## src/rtl/mpow_pkg.sv

```systemverilog
// Package for the matrix power block: shared types, constants and helpers.
package mpow_pkg;

	localparam int ADDR_W  = 6;
	localparam int CNT_W   = 7;
	localparam int IDX_W   = 3;
	localparam int SIZE_W  = 4;
	localparam int DATA_W  = 64;
	localparam int EXP_W   = 32;

	typedef enum logic [3:0] {
		ST_IDLE,
		ST_INIT,
		ST_DECIDE,
		ST_MAC_RD,
		ST_MAC_MUL,
		ST_MAC_ACC,
		ST_MAC_WR,
		ST_COPY,
		ST_OUT_RD,
		ST_OUT_WAIT,
		ST_OUT_SHOW
	} state_t;

	typedef enum logic {
		OP_SQUARE,
		OP_MULACC
	} op_t;

	typedef struct packed {
		logic [ADDR_W-1:0] base_raddr_a;
		logic [ADDR_W-1:0] base_raddr_b;
		logic              base_we;
		logic [ADDR_W-1:0] base_waddr;
		logic              base_wsel_copy;
		logic [ADDR_W-1:0] acc_raddr;
		logic              acc_we;
		logic [ADDR_W-1:0] acc_waddr;
		logic              acc_wsel_copy;
		logic              acc_wbit;
		logic [ADDR_W-1:0] scr_raddr;
		logic              scr_we;
		logic [ADDR_W-1:0] scr_waddr;
		logic              right_sel_acc;
		logic              mul_en;
		logic              sum_clr;
		logic              sum_en;
		logic              out_load;
	} cmd_t;

	// Split a load position into row and column for a size of at most eight.
	function automatic logic [5:0] load_rc(input logic [5:0] pos, input logic [3:0] n);
		logic [2:0] q;
		logic [5:0] qn;
		logic [5:0] rem;
		q = '0;
		for (int k = 1; k < 8; k++) begin
			if (7'(k) * {3'b000, n} <= {1'b0, pos}) q = q + 3'd1;
		end
		qn = {3'b000, q} * {2'b00, n};
		rem = pos - qn;
		return {q, rem[2:0]};
	endfunction

endpackage

```

## src/rtl/mpow_ctrl.sv

```systemverilog
// Controller: load sequencing, exponent loop, product sweep and result output.
module mpow_ctrl #(
	parameter int MAX_DIM = 8
) (
	input  logic                        clk,
	input  logic                        arst_n,
	input  logic                        cfg_write_en,
	input  logic [3:0]                  cfg_write_data,
	input  logic                        in_valid,
	output logic                        in_stall,
	input  logic [31:0]                 exponent,
	input  logic                        last_element,
	output logic                        out_valid,
	input  logic                        out_stall,
	output logic [2:0]                  result_row,
	output logic [2:0]                  result_col,
	output logic                        result_last,
	output mpow_pkg::cmd_t              cmd
);
	import mpow_pkg::*;

	localparam int DEPTH = MAX_DIM * MAX_DIM;

	state_t state_q, state_d;
	op_t    op_q;
	logic [SIZE_W-1:0] size_q, n;
	logic [IDX_W-1:0]  r_q, c_q, k_q, nm1;
	logic [CNT_W-1:0]  cnt_q, total;
	logic [ADDR_W-1:0] pos_q, eff_pos, next_pos;
	logic [5:0]        rc;
	logic [EXP_W-1:0]  exp_q;
	logic              accept, k_last, c_last, r_last, copy_done;

	function automatic logic [ADDR_W-1:0] addr(input logic [IDX_W-1:0] row,
		input logic [IDX_W-1:0] col);
		return ADDR_W'(int'(row) * MAX_DIM + int'(col));
	endfunction

	// Clamp the size register to the supported range
	always_comb begin
		if (size_q == '0) n = 4'd1;
		else if (size_q > SIZE_W'(MAX_DIM)) n = SIZE_W'(MAX_DIM);
		else n = size_q;
	end
	assign nm1   = IDX_W'(n - 4'd1);
	assign total = CNT_W'({3'b000, n} * {3'b000, n});

	// Load position: restart when beyond the matrix, wrap at its end
	assign eff_pos  = ({1'b0, pos_q} >= total) ? '0 : pos_q;
	assign next_pos = ({1'b0, eff_pos} + 7'd1 >= total) ? '0 : eff_pos + 6'd1;
	assign rc       = load_rc(eff_pos, n);

	assign accept    = in_valid && !in_stall;
	assign k_last    = (k_q == nm1);
	assign c_last    = (c_q == nm1);
	assign r_last    = (r_q == nm1);
	assign copy_done = (cnt_q == CNT_W'(DEPTH));

	// Next state
	always_comb begin
		state_d = state_q;
		case (state_q)
			ST_IDLE:     if (accept && last_element) state_d = ST_INIT;
			ST_INIT:     if (r_last && c_last) state_d = ST_DECIDE;
			ST_DECIDE:   state_d = (exp_q == '0) ? ST_OUT_RD : ST_MAC_RD;
			ST_MAC_RD:   state_d = ST_MAC_MUL;
			ST_MAC_MUL:  state_d = ST_MAC_ACC;
			ST_MAC_ACC:  state_d = k_last ? ST_MAC_WR : ST_MAC_RD;
			ST_MAC_WR:   state_d = (r_last && c_last) ? ST_COPY : ST_MAC_RD;
			ST_COPY:     if (copy_done) state_d = ST_DECIDE;
			ST_OUT_RD:   state_d = ST_OUT_WAIT;
			ST_OUT_WAIT: state_d = ST_OUT_SHOW;
			ST_OUT_SHOW: begin
				if (!out_stall) state_d = (r_last && c_last) ? ST_IDLE : ST_OUT_RD;
			end
			default:     state_d = ST_IDLE;
		endcase
	end

	// Commands to the datapath
	always_comb begin
		cmd = '0;
		cmd.base_raddr_a  = addr(r_q, k_q);
		cmd.base_raddr_b  = addr(k_q, c_q);
		cmd.acc_raddr     = (state_q inside {ST_OUT_RD}) ? addr(r_q, c_q) : addr(k_q, c_q);
		cmd.right_sel_acc = (op_q == OP_MULACC);
		cmd.scr_raddr     = cnt_q[ADDR_W-1:0];
		cmd.scr_waddr     = addr(r_q, c_q);
		cmd.base_waddr    = addr(rc[5:3], rc[2:0]);
		cmd.acc_waddr     = addr(r_q, c_q);
		cmd.acc_wbit      = (r_q == c_q);
		case (state_q)
			ST_IDLE:     cmd.base_we = accept;
			ST_INIT:     cmd.acc_we = 1'b1;
			ST_DECIDE:   cmd.sum_clr = 1'b1;
			ST_MAC_MUL:  cmd.mul_en = 1'b1;
			ST_MAC_ACC:  cmd.sum_en = 1'b1;
			ST_MAC_WR: begin
				cmd.scr_we  = 1'b1;
				cmd.sum_clr = 1'b1;
			end
			ST_COPY: begin
				cmd.base_wsel_copy = 1'b1;
				cmd.acc_wsel_copy  = 1'b1;
				cmd.base_waddr     = ADDR_W'(cnt_q - 7'd1);
				cmd.acc_waddr      = ADDR_W'(cnt_q - 7'd1);
				cmd.base_we        = (cnt_q != '0) && (op_q == OP_SQUARE);
				cmd.acc_we         = (cnt_q != '0) && (op_q == OP_MULACC);
			end
			ST_OUT_WAIT: cmd.out_load = 1'b1;
			default:     cmd.mul_en = 1'b0;
		endcase
	end

	assign in_stall    = (state_q != ST_IDLE);
	assign out_valid   = (state_q == ST_OUT_SHOW);
	assign result_row  = r_q;
	assign result_col  = c_q;
	assign result_last = r_last && c_last;

	// Advance state and counters
	always_ff @(posedge clk or negedge arst_n) begin
		if (!arst_n) begin
			state_q <= ST_IDLE;
			op_q    <= OP_SQUARE;
			size_q  <= 4'd1;
			r_q     <= '0;
			c_q     <= '0;
			k_q     <= '0;
			cnt_q   <= '0;
			pos_q   <= '0;
			exp_q   <= '0;
		end else begin
			state_q <= state_d;
			if (cfg_write_en) size_q <= cfg_write_data;
			case (state_q)
				ST_IDLE: begin
					r_q <= '0;
					c_q <= '0;
					if (accept) begin
						if (last_element) begin
							pos_q <= '0;
							exp_q <= exponent;
						end else begin
							pos_q <= next_pos;
						end
					end
				end
				ST_INIT: begin
					c_q <= c_last ? '0 : c_q + 3'd1;
					if (c_last) r_q <= r_last ? '0 : r_q + 3'd1;
				end
				ST_DECIDE: begin
					r_q   <= '0;
					c_q   <= '0;
					k_q   <= '0;
					cnt_q <= '0;
					op_q  <= exp_q[0] ? OP_MULACC : OP_SQUARE;
				end
				ST_MAC_ACC: k_q <= k_last ? '0 : k_q + 3'd1;
				ST_MAC_WR: begin
					c_q <= c_last ? '0 : c_q + 3'd1;
					if (c_last) r_q <= r_last ? '0 : r_q + 3'd1;
				end
				ST_COPY: begin
					cnt_q <= cnt_q + 7'd1;
					if (copy_done) begin
						exp_q <= (op_q == OP_MULACC) ? exp_q - 32'd1 : exp_q >> 1;
					end
				end
				ST_OUT_SHOW: begin
					if (!out_stall) begin
						c_q <= c_last ? '0 : c_q + 3'd1;
						if (c_last) r_q <= r_last ? '0 : r_q + 3'd1;
					end
				end
				default: cnt_q <= cnt_q;
			endcase
		end
	end

endmodule

```

## config.mk

```make
export PLATFORM = sky130hd
export DESIGN_NAME = mpow_ctrl
export DESIGN_NICKNAME = d
export VERILOG_FILES = /design/src/rtl/mpow_pkg.sv /design/src/rtl/mpow_ctrl.sv
export SDC_FILE = /design/constraint.sdc
export NUM_CORES = 1
export LEC_CHECK = 0
export BUFFER_PORTS_ARGS = -buffer_cell sky130_fd_sc_hd__buf_2
export CELL_PAD_IN_SITES_DETAIL_PLACEMENT = 2
export CELL_PAD_IN_SITES_GLOBAL_PLACEMENT = 2
export CORE_ASPECT_RATIO = 1.75
export CORE_MARGIN = 3
export CORE_UTILIZATION = 31
export CTS_CLUSTER_DIAMETER = 120
export DETAILED_ROUTE_END_ITERATION = 8
export GPL_TIMING_DRIVEN = 0
export PLACE_DENSITY_LB_ADDON = 0.2
export SKIP_LAST_GASP = 1
export SLEW_MARGIN = 20
export SYNTH_ARGS = -nofsm -noshare
export SYNTH_HDL_FRONTEND = slang
export SYNTH_SLANG_ARGS = --single-unit
```

## constraint.sdc

```tcl
create_clock -name clk -period 9.6 [get_ports clk]
set_input_delay 0.96 -clock clk [delete_from_list [all_inputs] [get_ports clk]]
set_output_delay 0.96 -clock clk [all_outputs]
set_load 0.02 [all_outputs]
```

==> metrics.txt, run 1 <==
Die X-Extent=118 microns; clock root cell=clkbuf_16; failing checks=setup timing; Yosys top cell by area=dfrtp_1; initial antenna violation count=0; Avg Inst Size Synth=7.88 sq um; ANT nets after route=0; Design Area, Final=0.00880 sq mm; WP data required=8640 ps; reg2reg path depth=24; RePlAce Congestion=0.849; largest family of logic cells by synthesized area=simple AND/OR/NAND/NOR gates; Post-Synth Simple-Gate Area=0.224; share of the synthesized area in the top cell type=0.230; CP Capture Type=output pin; combinational power share=0.686; core region area=0.0212 sq mm; ys async rst share=1.00; Vias/cell=5.48; Slew headroom=0.311; vias in the first global route=8139; layout cell share with drive strength beyond 1=0.271; IO Pins=104; Clock Latency Late Sink=350 ps; CTS tree=done; largest net degree at the start of global routing=37; final setup fails=1; Leak=4.00 nW; Crit Path Category=reg -> out; Nets=1141; CP peak stage delay=490 ps; GRT Util Overall=0.239; GRT overflow=0; worst path arrival time=9050 ps; Synth Area in Adders=0.157; die area=0.0237 sq mm; area of placed instances=0.00769 sq mm; P per Cell Area=325 mW/mm^2; fraction of power consumed by the clock network=0.141; antenna cells=0; CTS H-Tree Depth=3; hold_buf cts=0; DRC Markers=0; drt pass-1 iters=5; clk sink count=63; sequential power share=0.173; post-synthesis compound-gate area fraction=0.219; starting density of the core=0.319; filler cell count=2502; main area contributors after synthesis=dfrtp_1 23%, ha_1 13%, o21ai_0 6.2%; Worst-path clk slew=60 ps; Max Buffers Root-to-Sink=2; CP Max Fanout=5; top post-synthesis cells by count=84 x o21ai_0, 83 x nor2_1, 75 x a21oi_1, 72 x ha_1, 62 x dfrtp_1; worst slew pin tran=1030 ps; CTS buffer count=9; number of max-cap violations=0; Setup TNS=-411 ps; Pins Over Slew Limit=0; mapped cell area=0.00676 sq mm; die height=201 microns; Via Count=7194; WHS=506 ps; switching portion of total power=0.497; drt wl/cell=22.0 microns; post-synthesis mux area share=0.0357; Final WS setup=-411 ps; P_int=0.00144 W; Hold Path Stages=1; Highest Clock Rate=99.9 MHz; Worst path slowest cell=fa_1; Clock Skew=7.28 ps; min Tclk post-route=10010 ps; worst vdd ir=132 uV; DP HPWL=20600 microns; Hold Crit Class=reg -> reg; Tcrit/Tclk final=1.04; Syn Inst Count=858; Synth-to-Final Area Change=30.2%; Synth Flop Type=dfrtp_1; Syn Nets=979; Hold Violations, Final=0; Detailed Route WL=28800 microns; Post-synth EDFFs=0; PortBufs=103; Seq cells post-synth=63; most common cell in the netlist=o21ai_0; sequential share of the synthesized area=0.233; Post-Synth XOR/XNOR Area=0.0583; Synth Warn #=0; initial DRC count=233; global-route wire length before repair=45100 microns; critical path launch point type=flip-flop; library cells used by synthesis=77; Net Switching=0.00142 W; status=finished, violations left; unrepaired setup endpoints after global routing=true; Rows=70
[path summary, 6_finish.rpt]
kind | from | end | slack [ps]
max | size_q[3] | cmd[36] | -410
min | cnt_q[6] | cnt_q[6] | 510
max reg2reg | size_q[3] | pos_q[2] | 4170
min reg2reg | cnt_q[6] | cnt_q[6] | 510
max in group asynchronous | arst_n | size_q[0] | 8400
min in group asynchronous | arst_n | result_row[1] | 540
[state kept, by name, indices dropped and copies added, names as in the netlist]
name,flops
state_q,4
size_q,4
result_row,3
k_q,3
cnt_q,7
result_col,3
op_q,1
pos_q,6
exp_q,32
[placed cells by master (no fill, tap or decap), types with 17 or more instances in the layout]
master    synthesis  layout
inv_1            38      30
buf_2             1     101
xor2_1           17      17
buf_4            27      72
dfrtp_1          62      61
nor3_1           27      27
o21ai_0          84      78
clkbuf_1         31      31
a21oi_1          75      74
nand2_1          60      52
nand3_1          36      36
nor2_1           83      79
ha_1             72      59
nand2b_1         25      23
[critical path: cells and delay by family (launching register included)]
kind	cells	cell delay, ps
compound gates	13	1920
xor+xnor	4	790
fa+ha+maj	11	3140
buf+inv	5	520
flops	1	430
simple gates	13	1870
[power by group through the flow]
| stage | sequential, W | combinational [W] | clock (W) |
|---|---|---|---|
| 6_report | 0.000496 | 0.00196 | 0.000402 |
| 5_1_grt | 0.000516 | 0.00216 | 0.000419 |
| 4_1_cts | 0.000493 | 0.00187 | 0.000412 |
| 3_5_place_dp | 0.000493 | 0.00170 | 0 |
| 3_3_place_gp | 0.000489 | 0.00165 | 0 |
| 2_1_floorplan | 0.000460 | 0.00119 | 0 |
[cell type report]
type	count	area, sq um	area share
multi-input combinational	693	5070	0.576
sequential	63	1580	0.180
timing repair buffer	151	923	0.105
tap	288	360	0.0410
buffer	62	350	0.0398
clock buffer	12	256	0.0292
inverter	40	168	0.0191
clock inverter	3	90.1	0.0102
[routing by layer]
layer | vias to the layer above | share of wire | global-route usage
li1 | 3367 | - | -
met1 | 3614 | 0.37 | 0.239
met2 | 146 | 0.57 | 0.481
met3 | 67 | 0.025 | 0.0304
met4 | 0 | 0.042 | 0.101
met5 | - | 0 | 0
[repair_timing]
action / 4_1_cts / 5_1_grt
endpoints found under the setup margin: 4 / 2
endpoints found under the hold margin: 0 / 0
buffers inserted: 34 / 13
resized for setup: 79 / 13
pin swaps: 31 / 19
[through the flow]
| stage | total power [W] | setup WS [ps] | util | instances |
|---|---|---|---|---|
| after global routing | 0.00309 | -782 | 0.415 | 1312 |
| after detailed placement | 0.00219 | -1700 | 0.363 | 1250 |
| after global placement | 0.00214 | -1340 | 0.362 | 1249 |
| after CTS | 0.00278 | -78.6 | 0.408 | 1299 |
| final | 0.00286 | -411 | 0.415 | 1312 |
| after floorplan | 0.00165 | 40.8 | - | 858 |
[cells by family after synthesis]
family | count (synthesis)
other | 1
xor gates and xnor gates | 38
buffers and inverters | 102
and+or+nand+nor | 305
adders and majority gates | 81
AOI/OAI and AO/OA | 245
muxes | 23
DFF | 63
Note: power is estimated with default switching activity, not from simulation.
==> inputs of run 2 (changes only) <==
- ABC_AREA: default -> 1
- CORE_UTILIZATION: 31 -> 30
==> run 2 against run 1 <==
Compared with the run above:
- the flow now finishes without violations
- sequential share of layout area up 0.076 points
- clock power down 20%
- global-route usage down 1.6 points
- synthesized cell count up 16%
- first-iteration DRC count down 36%
- power up 8.1%
- largest power group unchanged
- highest routed layer is now met5
==> metrics.txt, run 2 <==
status=completed (was finished, violations left); area of the multi-input gates=0.00481 sq mm (was 0.00507 sq mm); clock root cell=clkbuf_16 (unchanged); Worst path slowest cell=dfstp_2 (was fa_1); Crit path depth=51 (was 46); FF-to-FF Start=size_q[0] (was size_q[3]); Register Area=0.00158 sq mm (about the same); PortBufs=103 (unchanged); global-route wire length before repair=44000 microns (was 45100 microns); GRT Util Overall=0.223 (was 0.239); clk sink count=63 (unchanged); P per Cell Area=353 mW/mm^2 (was 325 mW/mm^2); final setup fails=0 (was 1); Top cell by count, worst path=nand2_1; ANT nets after route=0 (unchanged); initial antenna violation count=1 (was 0); Synth Warn #=0 (unchanged); die height=208 microns (was 201 microns); Vias/cell=5.15 (was 5.48); Detailed Route WL=28600 microns (was 28800 microns); Synth-to-Final Area Change=24.8% (was 30.2%); Top Registers=exp_q x32, cnt_q x7, pos_q x6 (unchanged); Synth Flop Type=dfrtp_1 (unchanged); CP Capture Type=output pin (unchanged); IO Pins=104 (unchanged); worst vdd ir=117 uV (was 132 uV); CTS tree=done (unchanged); RePlAce Congestion=0.824 (was 0.849); Rows=73 (was 70); Post-Place Cells=1398 (was 1250); Worst-path clk slew=60 ps (about the same); Finished Core Util=0.383 (was 0.415); CTS buffer count=9 (unchanged); share of the synthesized area in the top cell type=0.221 (was 0.230); layout cell share with drive strength beyond 1=0.271 (about the same); max FFs per register=32 (unchanged); filler cell count=2765 (was 2502); CP delay by family, top=simple AND/OR/NAND/NOR gates (was adder cells); Final WS setup=257 ps (was -411 ps); GRT overflow=0 (unchanged); Biggest register=exp_q (unchanged); Max Buffers Root-to-Sink=2 (unchanged); overall power=0.00309 W (was 0.00286 W); core region area=0.0228 sq mm (was 0.0212 sq mm); Tcrit/Tclk final=0.973 (was 1.04); Reg2Reg Setup Slack=4330 ps (was 4170 ps); most common cell in the netlist=nand2_1 (was o21ai_0); main area contributors after synthesis=dfrtp_1 22%, ha_1 13%, nand2_1 11% (was dfrtp_1 23%, ha_1 13%, o21ai_0 6.2%); Clock Skew=6.12 ps (was 7.28 ps); Crit Path Category=reg -> out (unchanged); worst path arrival time=8380 ps (was 9050 ps); Highest Clock Rate=107 MHz (was 99.9 MHz); Pins Over Slew Limit=0 (unchanged); Via Count=7479 (was 7194); CTS H-Tree Depth=3 (unchanged); hold_buf cts=0 (unchanged); die area=0.0253 sq mm (was 0.0237 sq mm); Nets=1269 (was 1141); ys async rst share=1.00 (unchanged); WP data required=8640 ps (about the same); Seq cells post-synth=63 (unchanged); critical path launch point type=flip-flop (unchanged); drt wl/cell=19.7 microns (was 22.0 microns); pre-CTS setup slack=-679 ps (was -1700 ps); initial DRC count=150 (was 233); worst slew pin tran=754 ps (was 1030 ps); Leak=4.41 nW (was 4.00 nW); Non-Filler Instances=1453 (was 1312); CP peak stage delay=550 ps (was 490 ps); CP Max Fanout=5 (unchanged); DP HPWL=22100 microns (was 20600 microns); antenna cells=0 (unchanged); Syn Nets=1115 (was 979); Yosys top cell by area=dfrtp_1 (unchanged); drt pass-1 iters=4 (was 5); largest net degree at the start of global routing=43 (was 37); Syn Inst Count=994 (was 858); number of max-cap violations=0 (unchanged); Avg Inst Size Synth=7.06 sq um (was 7.88 sq um); mapped cell area=0.00702 sq mm (was 0.00676 sq mm); Hold Crit Class=in -> async (was reg -> reg); sequential share of the synthesized area=0.225 (was 0.233); Clock Latency Late Sink=360 ps (was 350 ps); top post-synthesis cells by count=197 x nand2_1, 133 x inv_1, 103 x nor2_1, 72 x ha_1, 69 x o21ai_0 (was 84 x o21ai_0, 83 x nor2_1, 75 x a21oi_1, 72 x ha_1, 62 x dfrtp_1); reg2reg path depth=28 (was 24); vias in the first global route=8209 (was 8139); starting density of the core=0.307 (was 0.319); Die X-Extent=122 microns (was 118 microns); DRC Markers=0 (unchanged); Hold Violations, Final=0 (unchanged); Worst Path Buf+Inv=8 (was 5); commonest non-fill, non-tap cell in the layout=nand2_1 (was buf_2); Post-synth EDFFs=0 (unchanged); commonest cells after routing, fill and taps aside=191 x nand2_1, 128 x inv_1, 110 x buf_2 (was 101 x buf_2, 79 x nor2_1, 78 x o21ai_0); min Tclk post-route=9340 ps (was 10010 ps); library cells used by synthesis=57 (was 77); crit path from=size_q[0] (was size_q[3]); Slew headroom=0.497 (was 0.311)
[run 2: changes by cell type in the layout (fill, tap and decap cells not counted), sizes merged, moves of 13 or more]
cell    before  now
a221oi       4   20
nand2       60  219
clkbuf      43   19
xnor2       18    5
nand3       38   63
a21oi       76   40
nor2        83  115
mux2i       14    1
inv         37  146
nand2b      25    0
o21ai       94   79
[run 2: cell type report]
type | count | area share
buffer | 45 | 0.0339
timing repair buffer | 143 | 0.0978
multi-input combinational | 738 | 0.549
inverter | 148 | 0.0643
clock buffer | 12 | 0.0293
clock inverter | 4 | 0.00229
sequential | 63 | 0.180
tap | 300 | 0.0429
[run 2: per-stage QoR]
| step | hold slack, ps | cell area (sq um) | setup TNS (ps) |
|---|---|---|---|
| floorplan | 487 | 7020 | 0 |
| global placement | 521 | 7910 | -462 |
| detailed placement | 522 | 7940 | -872 |
| CTS | 512 | 8420 | 0 |
| global route | 521 | 8750 | -232 |
| finish | 513 | 8750 | 0 |
[run 2: power breakdown]
part,switching [W],total [W],internal (W)
Combinational,0.00144,0.00227,0.000830
Clock,0.000136,0.000323,0.000187
Sequential,0.000135,0.000499,0.000364
[run 2: timing repair]
action,CTS,global route
setup buffers,18,21
pin swaps,10,19
endpoints found under the setup margin,2,2
gates cloned,0,0
gates resized for setup,19,31
[run 2: layer usage]
layer,vias up,GRT usage,wire [microns]
li1,3575,-,-
met3,57,0.0264,721
met2,108,0.458,17100
met1,3737,0.219,9890
met4,2,0.0747,971
met5,-,0,11
[run 2: kinds of logic (layout without fill, tap and decap cells)]
kind of cell,count (synthesis),in the layout,synth area share
muxes,1,1,0.00143
AOI/OAI and AO/OA,178,178,0.157
xor gates and xnor gates,31,31,0.0398
buffers and inverters,193,352,0.121
adders and majority gates,79,79,0.148
and+or+nand+nor,448,448,0.306
DFF,63,63,0.225
other,1,1,0.000535
[run 2: path summary, 6_finish.rpt]
path                              to
min reg2reg                exp_q[11]
max in group asynchronous  size_q[0]
min in group clk           exp_q[11]
min                         cnt_q[0]
max reg2reg                 pos_q[1]
max                          cmd[36]
==> inputs of run 3 (changes only) <==
- CORE_MARGIN: 3 -> 10
- GPL_TIMING_DRIVEN: 0 -> default
==> run 3 against run 2 <==
Compared with the run above:
- count of clock-buffer cells in the layout decreased by 1
- sequential power about the same
- largest power group unchanged
- sequential share of layout area grew 1.1 points
==> metrics.txt, run 3 (synthesis gave the netlist of run 2 again) <==
status=completed (unchanged); drt wl/cell=19.3 microns (was 19.7 microns); worst slew pin tran=939 ps (was 754 ps); vias in the first global route=7945 (was 8209); die area=0.0301 sq mm (was 0.0253 sq mm); Top Registers=exp_q x32, cnt_q x7, pos_q x6 (unchanged); Setup TNS=0 ps (unchanged); layout cell share with drive strength beyond 1=0.228 (was 0.271); Clock Skew=7.97 ps (was 6.12 ps); area of the multi-input gates=0.00470 sq mm (was 0.00481 sq mm); Synth-to-Final Area Change=17.9% (was 24.8%); PortBufs=103 (unchanged); commonest non-fill, non-tap cell in the layout=nand2_1 (unchanged); worst path arrival time=8170 ps (was 8380 ps); CTS H-Tree Depth=3 (unchanged); Worst-path clk slew=60 ps (about the same); CP delay by family, top=adder cells (was simple AND/OR/NAND/NOR gates); sequential power share=0.172 (was 0.162); CP peak stage delay=600 ps (was 550 ps); Max Buffers Root-to-Sink=2 (unchanged); critical path launch point type=flip-flop (unchanged); Detailed Route WL=26900 microns (was 28600 microns); DRC Markers=0 (unchanged); Non-Filler Instances=1399 (was 1453); Post-Place Cells=1368 (was 1398); Nets=1211 (was 1269); Hold Crit Class=reg -> reg (was in -> async); global-route wire length before repair=42700 microns (was 44000 microns); Biggest register=exp_q (unchanged); number of max-cap violations=0 (unchanged); hold_buf cts=0 (unchanged); commonest cells after routing, fill and taps aside=194 x nand2_1, 128 x inv_1, 102 x buf_2 (was 191 x nand2_1, 128 x inv_1, 110 x buf_2); P_int=0.00129 W (was 0.00138 W); initial antenna violation count=0 (was 1); largest net degree at the start of global routing=64 (was 43); ANT nets after route=0 (unchanged); combinational power share=0.698 (was 0.734); Via Count=7132 (was 7479); antenna cells=0 (unchanged); Vias/cell=5.10 (was 5.15); WP data required=8640 ps (about the same); worst vdd ir=133 uV (was 117 uV); P per Cell Area=349 mW/mm^2 (was 353 mW/mm^2); Slew headroom=0.374 (was 0.497); Register Area=0.00158 sq mm (about the same); DP HPWL=21400 microns (was 22100 microns); starting density of the core=0.302 (was 0.307); Worst path slowest cell=fa_2 (was dfstp_2); fraction of power consumed by the clock network=0.130 (was 0.105); max FFs per register=32 (unchanged); initial DRC count=207 (was 150); GRT overflow=0 (unchanged); Top cell by count, worst path=nand2_1 (unchanged); overall power=0.00288 W (was 0.00309 W); Rows=74 (was 73); IO Pins=104 (unchanged); Net Switching=0.00160 W (was 0.00171 W); clk sink count=63 (unchanged); CP Max Fanout=7 (was 5); Tcrit/Tclk final=0.951 (was 0.973); drt pass-1 iters=4 (unchanged); Highest Clock Rate=110 MHz (was 107 MHz); die height=222 microns (was 208 microns); Clock Latency Late Sink=360 ps (about the same); Die X-Extent=136 microns (was 122 microns); GRT Util Overall=0.179 (was 0.223); Finished Core Util=0.356 (was 0.383); Leak=4.14 nW (was 4.41 nW); filler cell count=2799 (was 2765); core region area=0.0232 sq mm (was 0.0228 sq mm); RePlAce Congestion=0.816 (was 0.824); CTS tree=done (unchanged); switching portion of total power=0.554 (was 0.553); final setup fails=0 (unchanged); CP Capture Type=output pin (unchanged); Pins Over Slew Limit=0 (unchanged); WHS=527 ps (was 513 ps); Hold Violations, Final=0 (unchanged); clock root cell=clkbuf_16 (unchanged); Crit Path Category=reg -> out (unchanged); Worst Path Buf+Inv=10 (was 8); min Tclk post-route=9130 ps (was 9340 ps); CTS buffer count=9 (unchanged)
-- run 3: path summary, 6_finish.rpt --
kind	start	endpoint	slack [ps]	depth (start not counted)
worst max-delay path	size_q[0]	cmd[36]	470	51
worst min-delay path	exp_q[11]	exp_q[11]	530	2
worst max register to register	size_q[2]	pos_q[5]	4850	28
worst min register to register	exp_q[11]	exp_q[11]	530	2
max in group asynchronous	arst_n	size_q[3]	8080	2
min in group asynchronous	arst_n	result_col[1]	820	2
-- run 3: per-layer routing --
layer  global-route usage  wire [microns]  vias to the layer above
li1                     -               -                     3462
met1                0.175            9920                     3537
met2                0.354           15600                       99
met3               0.0303             719                       34
met4               0.0645             755                        0
met5                    0               0                        -
-- run 3: power by group through the flow --
stage	clock network, W	registers [W]	logic, W
after global placement	0	0.000500	0.00191
final	0.000374	0.000496	0.00201
after detailed placement	0	0.000502	0.00196
after global routing	0.000393	0.000516	0.00228
after CTS	0.000385	0.000499	0.00198
after floorplan	0	0.000470	0.00141
-- run 3: cell type report --
cell class	instances	share of cell area
repair buffers	130	0.0884
well taps	304	0.0460
multi-input cells	738	0.568
clock inverters	5	0.00984
clock buffers	11	0.0294
flip-flops and latches	63	0.191
inverters	148	0.0676
-- run 3: worst reg2reg max path: cells and delay by family, from the launching register on --
family	cells	cell delay [ps]
adder cells (fa/ha/maj)	4	1020
XOR/XNOR	2	520
AO/OA/AOI/OAI	5	580
buffers and inverters	8	990
AND/OR/NAND/NOR	9	1200
flip-flops	1	350
-- run 3: metrics by stage --
stage / instance area, sq um / setup slack [ps]
final: 8270 / 474
after detailed placement: 7700 / 311
after floorplan: 7020 / 1020
after CTS: 8040 / 10.9
after global routing: 8270 / -80.3
after global placement: 7700 / 599
-- run 3: repair_timing --
| action | 4_1_cts | 5_1_grt |
|---|---|---|
| cloned | 0 | 0 |
| setup endpoints to repair | 1 | 2 |
| buffers inserted | 0 | 15 |
| pin swaps | 0 | 9 |
| resized for setup | 3 | 27 |
| endpoints found under the hold margin | 0 | 0 |
